## config.mk

```make
export PLATFORM = sky130hd
export DESIGN_NAME = periodic_task_ready_table
export DESIGN_NICKNAME = d
export VERILOG_FILES = /design/src/rtl/ptrt_pkg.sv /design/src/rtl/ptrt_slot_mem.sv /design/src/rtl/ptrt_ctrl.sv /design/src/rtl/periodic_task_ready_table.sv
export SDC_FILE = /design/constraint.sdc
export NUM_CORES = 1
export LEC_CHECK = 0
export ABC_AREA = 0
export BUFFER_PORTS_ARGS = -buffer_cell sky130_fd_sc_hd__buf_4
export CAP_MARGIN = 15
export CORE_ASPECT_RATIO = 0.5
export CORE_UTILIZATION = 38
export CTS_CLUSTER_SIZE = 28
export DETAILED_ROUTE_END_ITERATION = 10
export SKIP_CTS_REPAIR_TIMING = 1
export SLEW_MARGIN = 20
export SYNTH_ARGS = -nofsm -noshare
export SYNTH_HDL_FRONTEND = slang
export SYNTH_SLANG_ARGS = --single-unit
export TNS_END_PERCENT = 5
```

## constraint.sdc

```tcl
create_clock -name clk_i -period 13.7 [get_ports clk_i]
set_input_delay 1.37 -clock clk_i [delete_from_list [all_inputs] [get_ports clk_i]]
set_output_delay 1.37 -clock clk_i [all_outputs]
set_load 0.02 [all_outputs]
```

## src/rtl/ptrt_pkg.sv

```systemverilog
// Shared types and codes for the periodic task ready table.
`default_nettype none

package ptrt_pkg;

  // Fixed field widths
  localparam int OP_W     = 3;
  localparam int SLOT_W   = 4;
  localparam int HANDLE_W = 16;
  localparam int PERIOD_W = 16;
  localparam int MODE_W   = 2;

  // Operation codes
  localparam logic [OP_W-1:0] OP_ADD      = 3'd0;
  localparam logic [OP_W-1:0] OP_DELETE   = 3'd1;
  localparam logic [OP_W-1:0] OP_PEND     = 3'd2;
  localparam logic [OP_W-1:0] OP_RESUME   = 3'd3;
  localparam logic [OP_W-1:0] OP_TICK     = 3'd4;
  localparam logic [OP_W-1:0] OP_DISPATCH = 3'd5;

  // Slot modes
  localparam logic [MODE_W-1:0] MODE_DELETED = 2'd0;
  localparam logic [MODE_W-1:0] MODE_WAITING = 2'd1;
  localparam logic [MODE_W-1:0] MODE_READY   = 2'd2;
  localparam logic [MODE_W-1:0] MODE_PENDED  = 2'd3;

  // Memory port strobes from the sequencer
  typedef struct packed {
    logic rd_en;
    logic wr_a;
    logic wr_b;
  } mem_ctrl_t;

endpackage

`default_nettype wire

```

## src/rtl/ptrt_slot_mem.sv

```systemverilog
// Slot storage: mode/countdown memory and period/handle memory.
`default_nettype none

module ptrt_slot_mem #(
  parameter int NUM_SLOTS   = 16,
  parameter int COUNT_WIDTH = 16
) (
  input  wire                                        clk_i,
  input  wire ptrt_pkg::mem_ctrl_t                   mem_ctrl_i,
  input  wire [$clog2(NUM_SLOTS)-1:0]                rd_addr_i,
  input  wire [$clog2(NUM_SLOTS)-1:0]                wr_addr_i,
  input  wire [ptrt_pkg::MODE_W+COUNT_WIDTH-1:0]     wdata_a_i,
  input  wire [COUNT_WIDTH+ptrt_pkg::HANDLE_W-1:0]   wdata_b_i,
  output logic [ptrt_pkg::MODE_W+COUNT_WIDTH-1:0]    rdata_a_o,
  output logic [COUNT_WIDTH+ptrt_pkg::HANDLE_W-1:0]  rdata_b_o
);

  localparam int AW = ptrt_pkg::MODE_W + COUNT_WIDTH;
  localparam int BW = COUNT_WIDTH + ptrt_pkg::HANDLE_W;

  logic [AW-1:0] mem_a [NUM_SLOTS];
  logic [BW-1:0] mem_b [NUM_SLOTS];

  // {mode, countdown}
  always_ff @(posedge clk_i) begin
    if (mem_ctrl_i.wr_a) begin
      mem_a[wr_addr_i] <= wdata_a_i;
    end
    if (mem_ctrl_i.rd_en) begin
      rdata_a_o <= mem_a[rd_addr_i];
    end
  end

  // {period, handle}
  always_ff @(posedge clk_i) begin
    if (mem_ctrl_i.wr_b) begin
      mem_b[wr_addr_i] <= wdata_b_i;
    end
    if (mem_ctrl_i.rd_en) begin
      rdata_b_o <= mem_b[rd_addr_i];
    end
  end

endmodule

`default_nettype wire

```

## src/rtl/ptrt_ctrl.sv

```systemverilog
// Command sequencer: slot updates, tick and dispatch sweeps, result register.
`default_nettype none

module ptrt_ctrl #(
  parameter int NUM_SLOTS   = 16,
  parameter int COUNT_WIDTH = 16
) (
  input  wire                                        clk_i,
  input  wire                                        rst_ni,
  input  wire                                        start_i,
  input  wire [ptrt_pkg::OP_W-1:0]                   operation_i,
  input  wire [ptrt_pkg::SLOT_W-1:0]                 slot_i,
  input  wire [ptrt_pkg::PERIOD_W-1:0]               period_i,
  input  wire [ptrt_pkg::HANDLE_W-1:0]               task_handle_i,
  output logic                                       busy_o,
  output logic                                       done_o,
  output logic                                       accepted_o,
  output logic [ptrt_pkg::SLOT_W-1:0]                ready_slot_o,
  output logic [ptrt_pkg::HANDLE_W-1:0]              ready_handle_o,
  output ptrt_pkg::mem_ctrl_t                        mem_ctrl_o,
  output logic [$clog2(NUM_SLOTS)-1:0]               rd_addr_o,
  output logic [$clog2(NUM_SLOTS)-1:0]               wr_addr_o,
  output logic [ptrt_pkg::MODE_W+COUNT_WIDTH-1:0]    wdata_a_o,
  output logic [COUNT_WIDTH+ptrt_pkg::HANDLE_W-1:0]  wdata_b_o,
  input  wire [ptrt_pkg::MODE_W+COUNT_WIDTH-1:0]     rdata_a_i,
  input  wire [COUNT_WIDTH+ptrt_pkg::HANDLE_W-1:0]   rdata_b_i
);

  localparam int IW   = $clog2(NUM_SLOTS);
  localparam int CNTW = $clog2(NUM_SLOTS + 1);
  localparam int CW   = COUNT_WIDTH;
  localparam int HW   = ptrt_pkg::HANDLE_W;
  localparam int MW   = ptrt_pkg::MODE_W;

  localparam logic [1:0] ST_IDLE = 2'd0;
  localparam logic [1:0] ST_PR   = 2'd1;
  localparam logic [1:0] ST_TICK = 2'd2;
  localparam logic [1:0] ST_DISP = 2'd3;

  logic [1:0]                   state_q, state_d;
  logic [CNTW-1:0]              cnt_q, cnt_d;
  logic [IW-1:0]                pidx_q, pidx_d;
  logic [IW-1:0]                sidx_q, sidx_d;
  logic [MW-1:0]                pmode_q, pmode_d;
  logic [NUM_SLOTS-1:0]         used_q, used_d;
  logic                         done_q, done_d;
  logic                         acc_q, acc_d;
  logic [ptrt_pkg::SLOT_W-1:0]  rslot_q, rslot_d;
  logic [HW-1:0]                rhdl_q, rhdl_d;

  logic          accept;
  logic [IW-1:0] slot_idx;
  logic          in_range;
  logic [MW-1:0] rd_mode;
  logic [CW-1:0] rd_cd;
  logic [CW-1:0] rd_per;
  logic [HW-1:0] rd_hdl;
  logic          last_step;
  logic          pv;
  logic          p_used;
  logic          tick_hit;
  logic          disp_hit;
  logic [CW-1:0] cd_base;
  logic [CW-1:0] cd_next;
  logic [MW-1:0] tick_mode;

  // Decode of the command and of the entry read last cycle
  assign accept    = start_i && (state_q == ST_IDLE);
  assign slot_idx  = IW'(slot_i);
  assign in_range  = 32'(slot_i) < NUM_SLOTS;
  assign rd_mode   = rdata_a_i[MW+CW-1:CW];
  assign rd_cd     = rdata_a_i[CW-1:0];
  assign rd_per    = rdata_b_i[CW+HW-1:HW];
  assign rd_hdl    = rdata_b_i[HW-1:0];
  assign last_step = (cnt_q == CNTW'(NUM_SLOTS));
  assign pv        = (cnt_q != '0);
  assign p_used    = used_q[pidx_q];
  assign tick_hit  = p_used && (rd_mode == ptrt_pkg::MODE_WAITING);
  assign disp_hit  = p_used && (rd_mode == ptrt_pkg::MODE_READY);
  // countdown at zero reloads the period, then always counts down
  assign cd_base   = (rd_cd == '0) ? rd_per : rd_cd;
  assign cd_next   = cd_base - CW'(1);
  assign tick_mode = (rd_cd == '0) ? ptrt_pkg::MODE_READY : ptrt_pkg::MODE_WAITING;

  // Sequencer
  always_comb begin
    state_d    = state_q;
    cnt_d      = cnt_q;
    pidx_d     = pidx_q;
    sidx_d     = sidx_q;
    pmode_d    = pmode_q;
    used_d     = used_q;
    done_d     = 1'b0;
    acc_d      = acc_q;
    rslot_d    = rslot_q;
    rhdl_d     = rhdl_q;
    mem_ctrl_o = '0;
    rd_addr_o  = cnt_q[IW-1:0];
    wr_addr_o  = pidx_q;
    wdata_a_o  = '0;
    wdata_b_o  = {CW'(period_i), task_handle_i};

    case (state_q)
      ST_IDLE: begin
        rd_addr_o = slot_idx;
        if (accept) begin
          done_d  = 1'b1;
          acc_d   = 1'b1;
          rslot_d = '0;
          rhdl_d  = '0;
          case (operation_i)
            ptrt_pkg::OP_ADD: begin
              acc_d = 1'b0;
              if (in_range && !used_q[slot_idx]) begin
                acc_d            = 1'b1;
                used_d[slot_idx] = 1'b1;
                mem_ctrl_o.wr_a  = 1'b1;
                mem_ctrl_o.wr_b  = 1'b1;
                wr_addr_o        = slot_idx;
                wdata_a_o        = {ptrt_pkg::MODE_WAITING, CW'(0)};
              end
            end
            ptrt_pkg::OP_DELETE: begin
              if (in_range) begin
                used_d[slot_idx] = 1'b0;
              end
            end
            ptrt_pkg::OP_PEND, ptrt_pkg::OP_RESUME: begin
              // an unused slot's mode is rewritten by the next add anyway
              if (in_range && used_q[slot_idx]) begin
                done_d           = 1'b0;
                mem_ctrl_o.rd_en = 1'b1;
                state_d          = ST_PR;
                sidx_d           = slot_idx;
                pmode_d          = (operation_i == ptrt_pkg::OP_PEND) ?
                                   ptrt_pkg::MODE_PENDED : ptrt_pkg::MODE_WAITING;
              end
            end
            ptrt_pkg::OP_TICK: begin
              done_d  = 1'b0;
              state_d = ST_TICK;
              cnt_d   = '0;
            end
            ptrt_pkg::OP_DISPATCH: begin
              done_d  = 1'b0;
              acc_d   = 1'b0;
              state_d = ST_DISP;
              cnt_d   = '0;
            end
            default: begin
              acc_d = 1'b0;
            end
          endcase
        end
      end

      ST_PR: begin
        // write back the mode, keep the countdown
        mem_ctrl_o.wr_a = 1'b1;
        wr_addr_o       = sidx_q;
        wdata_a_o       = {pmode_q, rd_cd};
        done_d          = 1'b1;
        state_d         = ST_IDLE;
      end

      ST_TICK: begin
        // read entry cnt, update entry cnt-1
        mem_ctrl_o.rd_en = !last_step;
        pidx_d           = cnt_q[IW-1:0];
        cnt_d            = cnt_q + CNTW'(1);
        if (pv && tick_hit) begin
          mem_ctrl_o.wr_a = 1'b1;
          wdata_a_o       = {tick_mode, cd_next};
        end
        if (last_step) begin
          done_d  = 1'b1;
          state_d = ST_IDLE;
        end
      end

      ST_DISP: begin
        mem_ctrl_o.rd_en = !last_step;
        pidx_d           = cnt_q[IW-1:0];
        cnt_d            = cnt_q + CNTW'(1);
        if (pv && disp_hit) begin
          done_d  = 1'b1;
          state_d = ST_IDLE;
          acc_d   = 1'b1;
          rslot_d = ptrt_pkg::SLOT_W'(pidx_q);
          rhdl_d  = rd_hdl;
          // run-once task leaves the table
          if (rd_per == '0) begin
            used_d[pidx_q] = 1'b0;
          end else begin
            mem_ctrl_o.wr_a = 1'b1;
            wdata_a_o       = {ptrt_pkg::MODE_WAITING, rd_cd};
          end
        end else if (last_step) begin
          done_d  = 1'b1;
          state_d = ST_IDLE;
        end
      end

      default: begin
        state_d = ST_IDLE;
      end
    endcase
  end

  // Control and result registers
  always_ff @(posedge clk_i or negedge rst_ni) begin
    if (!rst_ni) begin
      state_q <= ST_IDLE;
      cnt_q   <= '0;
      used_q  <= '0;
      done_q  <= 1'b0;
      acc_q   <= 1'b0;
      rslot_q <= '0;
      rhdl_q  <= '0;
    end else begin
      state_q <= state_d;
      cnt_q   <= cnt_d;
      used_q  <= used_d;
      done_q  <= done_d;
      acc_q   <= acc_d;
      rslot_q <= rslot_d;
      rhdl_q  <= rhdl_d;
    end
  end

  always_ff @(posedge clk_i) begin
    pidx_q  <= pidx_d;
    sidx_q  <= sidx_d;
    pmode_q <= pmode_d;
  end

  assign busy_o         = (state_q != ST_IDLE);
  assign done_o         = done_q;
  assign accepted_o     = acc_q;
  assign ready_slot_o   = rslot_q;
  assign ready_handle_o = rhdl_q;

endmodule

`default_nettype wire

```

## src/rtl/periodic_task_ready_table.sv

```systemverilog
// Top level of the periodic task ready table.
//
// Commands: drive operation_i, slot_i, period_i and task_handle_i and raise
// start; the item is taken at a clock edge where start is high and busy is
// low. Each item gives exactly one result on accepted_o, ready_slot_o and
// ready_handle_o, shown for one cycle with done_o high; there is no way
// to hold it off, so the receiver must take it then.
// Steps from the accepting edge to the strobe cycle:
//   add, delete, unknown code, pend/resume of an unused or bad slot: answered at once
//   pend, resume of a used slot: read, then write back of the mode
//   tick: a sweep over all slots, one slot read per cycle from the slot memories
//   dispatch: a sweep in slot order up to the first ready slot, or over all if none
// The sweep is bound by the single read port of the slot memories. busy
// falls with the strobe, so the next item can be taken during that cycle.
// Reset clears the occupied bits (flip-flops) at once; the memories need no
// clearing, since an unoccupied slot's stored fields are never used.
`default_nettype none

module periodic_task_ready_table #(
  parameter int NUM_SLOTS   = 16,
  parameter int COUNT_WIDTH = 16
) (
  input  wire                           clk_i,
  input  wire                           rst_ni,
  input  wire                           start,
  output logic                          busy,
  input  wire [ptrt_pkg::OP_W-1:0]      operation_i,
  input  wire [ptrt_pkg::SLOT_W-1:0]    slot_i,
  input  wire [ptrt_pkg::PERIOD_W-1:0]  period_i,
  input  wire [ptrt_pkg::HANDLE_W-1:0]  task_handle_i,
  output logic                          done_o,
  output logic                          accepted_o,
  output logic [ptrt_pkg::SLOT_W-1:0]   ready_slot_o,
  output logic [ptrt_pkg::HANDLE_W-1:0] ready_handle_o
);

  localparam int IW = $clog2(NUM_SLOTS);
  localparam int AW = ptrt_pkg::MODE_W + COUNT_WIDTH;
  localparam int BW = COUNT_WIDTH + ptrt_pkg::HANDLE_W;

  ptrt_pkg::mem_ctrl_t mem_ctrl;
  logic [IW-1:0]       rd_addr;
  logic [IW-1:0]       wr_addr;
  logic [AW-1:0]       wdata_a;
  logic [BW-1:0]       wdata_b;
  logic [AW-1:0]       rdata_a;
  logic [BW-1:0]       rdata_b;

  // Sequencer
  ptrt_ctrl #(
    .NUM_SLOTS   (NUM_SLOTS),
    .COUNT_WIDTH (COUNT_WIDTH)
  ) u_ctrl (
    .clk_i          (clk_i),
    .rst_ni         (rst_ni),
    .start_i        (start),
    .operation_i    (operation_i),
    .slot_i         (slot_i),
    .period_i       (period_i),
    .task_handle_i  (task_handle_i),
    .busy_o         (busy),
    .done_o         (done_o),
    .accepted_o     (accepted_o),
    .ready_slot_o   (ready_slot_o),
    .ready_handle_o (ready_handle_o),
    .mem_ctrl_o     (mem_ctrl),
    .rd_addr_o      (rd_addr),
    .wr_addr_o      (wr_addr),
    .wdata_a_o      (wdata_a),
    .wdata_b_o      (wdata_b),
    .rdata_a_i      (rdata_a),
    .rdata_b_i      (rdata_b)
  );

  // Slot memories
  ptrt_slot_mem #(
    .NUM_SLOTS   (NUM_SLOTS),
    .COUNT_WIDTH (COUNT_WIDTH)
  ) u_mem (
    .clk_i      (clk_i),
    .mem_ctrl_i (mem_ctrl),
    .rd_addr_i  (rd_addr),
    .wr_addr_i  (wr_addr),
    .wdata_a_i  (wdata_a),
    .wdata_b_i  (wdata_b),
    .rdata_a_o  (rdata_a),
    .rdata_b_o  (rdata_b)
  );

  // The strobe cycle is always one where a new item can be taken
  a_done_not_busy: assert property (@(posedge clk_i) disable iff (!rst_ni)
    done_o |-> !busy)
    else $error("result strobe while busy");

  // Add and delete answer in the next cycle
  a_fast_ops: assert property (@(posedge clk_i) disable iff (!rst_ni)
    (start && !busy && (operation_i == ptrt_pkg::OP_ADD ||
                        operation_i == ptrt_pkg::OP_DELETE)) |=> done_o)
    else $error("add or delete result missing");

  // A rejected item reports no slot and no handle
  a_reject_zero: assert property (@(posedge clk_i) disable iff (!rst_ni)
    (done_o && !accepted_o) |-> (ready_slot_o == '0 && ready_handle_o == '0))
    else $error("rejected result carries slot or handle");

  // busy only rises after an item was taken
  a_busy_cause: assert property (@(posedge clk_i) disable iff (!rst_ni)
    $rose(busy) |-> $past(start))
    else $error("busy without a command");

endmodule

`default_nettype wire
```

==> metrics <==
Die Span X 439 um; layout cells sized above 1 24.6%; Pre-antenna DRT Iters 5; H-tree depth 3; multiplexer area fraction after synthesis 13.3%; Root Buffer clkbuf_16; Peak supply drop 0.000114 V; num rows 79; die area 96800 um2; Rel. slew slack 26.1%; Wirelength per Cell 24.4 um; top post-synthesis cells by area edfxtp_1, mux4_2, dfrtp_1, nand2_1, a31oi_1; GRT Overall Usage 17.1%; WHS Path Cells 2; P_leak 13.1 nW; number of I/O port buffers 64; CTS sink count 904; Async S/R FF share, synth 4.98%; Worst Hold Endpoint u_ctrl.ready_slot_o[2]; worst hold slack 486 ps; worst path bufs/invs 4; R2R Setup Slk 8190 ps; Worst EP arrival 5870 ps; Final Max Slew Viols 0; clock share of power 28.1%; DRC Markers 0; Top FF cell, synth edfxtp_1; grt total ovfl 0; largest family of logic cells by synthesized area multiplexers; critical path's largest stage delay 910 ps; synthesis-to-finish area growth 13.6%; vias per inst 5.58; Setup CP Type flop to flop; number of synthesis warnings 0; clock skew 16.4 ps; routed length on met2 38300 um; crit-path max FO 48; dpl cells 3193; Clock Pin Slew Worst Setup and Hold Paths 70 ps; status complete, no violations; first-pass GRT wire length 123000 um; Post-Synth Simple-Gate Area 5.46%; cell taking the most area after synthesis edfxtp_1; nets 2074; initial antenna violation count 1; adder-cell area share of the yosys netlist 0.276%; final RePlAce weighted congestion 0.805; die height 220 um; CP max stage cell buf_4; Fmax 182 MHz; Syn Nets 1988; fin cells 3347; cell count after synthesis 1938; Power Dens Cells 198 nW/um2; PnR worst setup slack 8190 ps; Logic pwr share 28.8%; xor/xnor share of the synthesized area 0.0724%; top post-synthesis cells by count edfxtp_1, mux4_2, nand2_1, a31oi_1, o21ai_0; Layout fillers 8004; drt total wl 81600 um; Setup WS pre-CTS 7950 ps; Worst Hold Class flop to flop; Max Cap Viol 0; Int Pwr 5.59 mW; worst-margin pin slew 1110 ps; met3 wire len 4240 um; post-synth cell types 81; CP top delay family buffers and inverters; DRT iter0 DRCs 1821; fin crit share 40.2%; Net Sw Power 2.57 mW; synthesized cell area 36300 um2; crit end category flop; Avg Inst Size Synth 18.7 um2; register area share after synthesis 74.2%; setup_tns 0 ps; CTS tree built; Worst path most repeated cell buf_4; Worst Hold Launch u_ctrl.ready_slot_o[2]; Crit path required time 14060 ps; Detail Route Antenna Nets 0; Final Hold Fails 0; final setup fails 0; max layer used met4; crit path launch type flop; #FFs+latches synth 904; Sequential Power Share 43.1%; post-synthesis compound-gate area fraction 5.21%; Synth top area share 71.1%; Core Region 93800 um2; unrepaired setup endpoints after global routing false; EDFF count, synth 859; maximum buffer depth of the clock tree 3; routed vias 18667; clock insertion delay at the later pin of the skew report 660 ps; vias in the first global route 19007; reg2reg start u_ctrl.state_q[1]; largest net degree at the start of global routing 66; Reg-to-Reg End u_mem.rdata_b_o[17]; Met1 Routed Length 37600 um; sw frac 31.5%; Inserted Clock Buffers 83; Ports 65; fin crit period 5510 ps; most common cell in the netlist edfxtp_1; initial core utilization 38.7%; hpwl dp 44000 um; worst path cell trace inv_1 -> ha_1 -> mux2i_4 -> buf_4 -> buf_4 -> buf_4 -> mux4_2 -> and2_1 -> a211oi_1 -> a31oi_1; FF-to-FF path depth 10
## worst register-to-register path: stages (launching register included)
cell	delay [ps]
dfrtp_1	470
inv_1	200
ha_1	640
mux2i_4	350
buf_4	690
buf_4	940
buf_4	800
mux4_2	630
and2_1	170
a211oi_1	250
a31oi_1	70
## logic make-up (layout without fill, tap and decap cells)
family | after synthesis | in the layout
xor gates and xnor gates | 3 | 3
buffers and inverters | 122 | 275
and+or+nand+nor | 391 | 391
muxes | 227 | 227
DFF | 904 | 904
AOI/OAI and AO/OA | 283 | 283
adders and majority gates | 8 | 8
other | 0 | 1
## cells in the final DEF, fill, tap and decap left out, drive strengths merged, types with 4 or more instances in the layout
master and instances:
nor3 23, a21oi 19, a31oi 75, buf 109, clkinv 38, or2 5
a22o 8, o211ai 5, mux4 204, mux2i 22, a22oi 7, nor2b 16
o21ai 74, a21o 4, clkbuf 105, nor4 13, nand2 173, nand4 4
edfxtp 859, nand2b 10, or3 7, and2 57, nand3 9, inv 16
nor3b 6, nor2 51, a211oi 55, ha 8, bufinv 5, o22ai 9
o2bb2ai 10, and3 4, dfrtp 45
## registers in the layout, indices dropped and copies added, names as in the netlist, named ones only
name and cells:
u_mem.mem_b 512, u_mem.mem_a 288, u_mem.rdata_b_o 32, u_mem.rdata_a_o 18, u_ctrl.ready_handle_o 16, u_ctrl.cnt_q 5
u_ctrl.pidx_q 4, u_ctrl.ready_slot_o 4, u_ctrl.sidx_q 4, u_ctrl.state_q 2, u_ctrl.accepted_o 1, u_ctrl.done_o 1
u_ctrl.pmode_q 1
## layout make-up
class | instances | area, um2 | share of cell area [%]
Timing Repair Buffer | 109 | 818 | 1.99
Clock buffer | 105 | 2200 | 5.34
Sequential cell | 904 | 26900 | 65.3
Tap cell | 1255 | 1570 | 3.81
Clock inverter | 47 | 480 | 1.17
Antenna cell | 1 | 2.50 | 0.00607
Multi-Input combinational cell | 912 | 9170 | 22.3
Inverter | 14 | 52.6 | 0.127
## metrics by stage
stage | instance area (um2) | utilization (%) | total power [mW]
after detailed placement | 38500 | 41.0 | 5.93
after global placement | 38400 | 41.0 | 5.91
after global routing | 41200 | 43.9 | 8.53
final | 41200 | 43.9 | 8.16
after CTS | 41100 | 43.9 | 8.22
after floorplan | 36300 | - | 5.18
## how the worst max path moves through the flow
stage	end	startpoint	cells past startpoint
floorplan	u_mem.rdata_a_o[0]	slot_i[1]	9
global placement	u_mem.rdata_b_o[19]	slot_i[0]	9
detailed placement	u_mem.rdata_b_o[17]	slot_i[0]	9
CTS	u_mem.rdata_b_o[17]	u_ctrl.state_q[1]	10
global route	u_mem.rdata_b_o[17]	u_ctrl.state_q[1]	10
finish	u_mem.rdata_b_o[17]	u_ctrl.state_q[1]	10
## metal layers
metal  vias to the layer above  global-route usage (%)
met1                     10008                    24.7
met4                         0                    4.16
met2                       470                    26.9
li1                       8094                       -
met5                         -                       0
met3                        95                    3.03
## power by group through the flow
stage	sequential (mW)	clock [mW]	combinational, mW
after floorplan	3.52	0	1.66
after global placement	3.57	0	2.34
after detailed placement	3.57	0	2.36
after CTS	3.51	2.34	2.37
after global routing	3.53	2.45	2.55
final	3.52	2.29	2.35
Power figures use the tool's default switching activity.
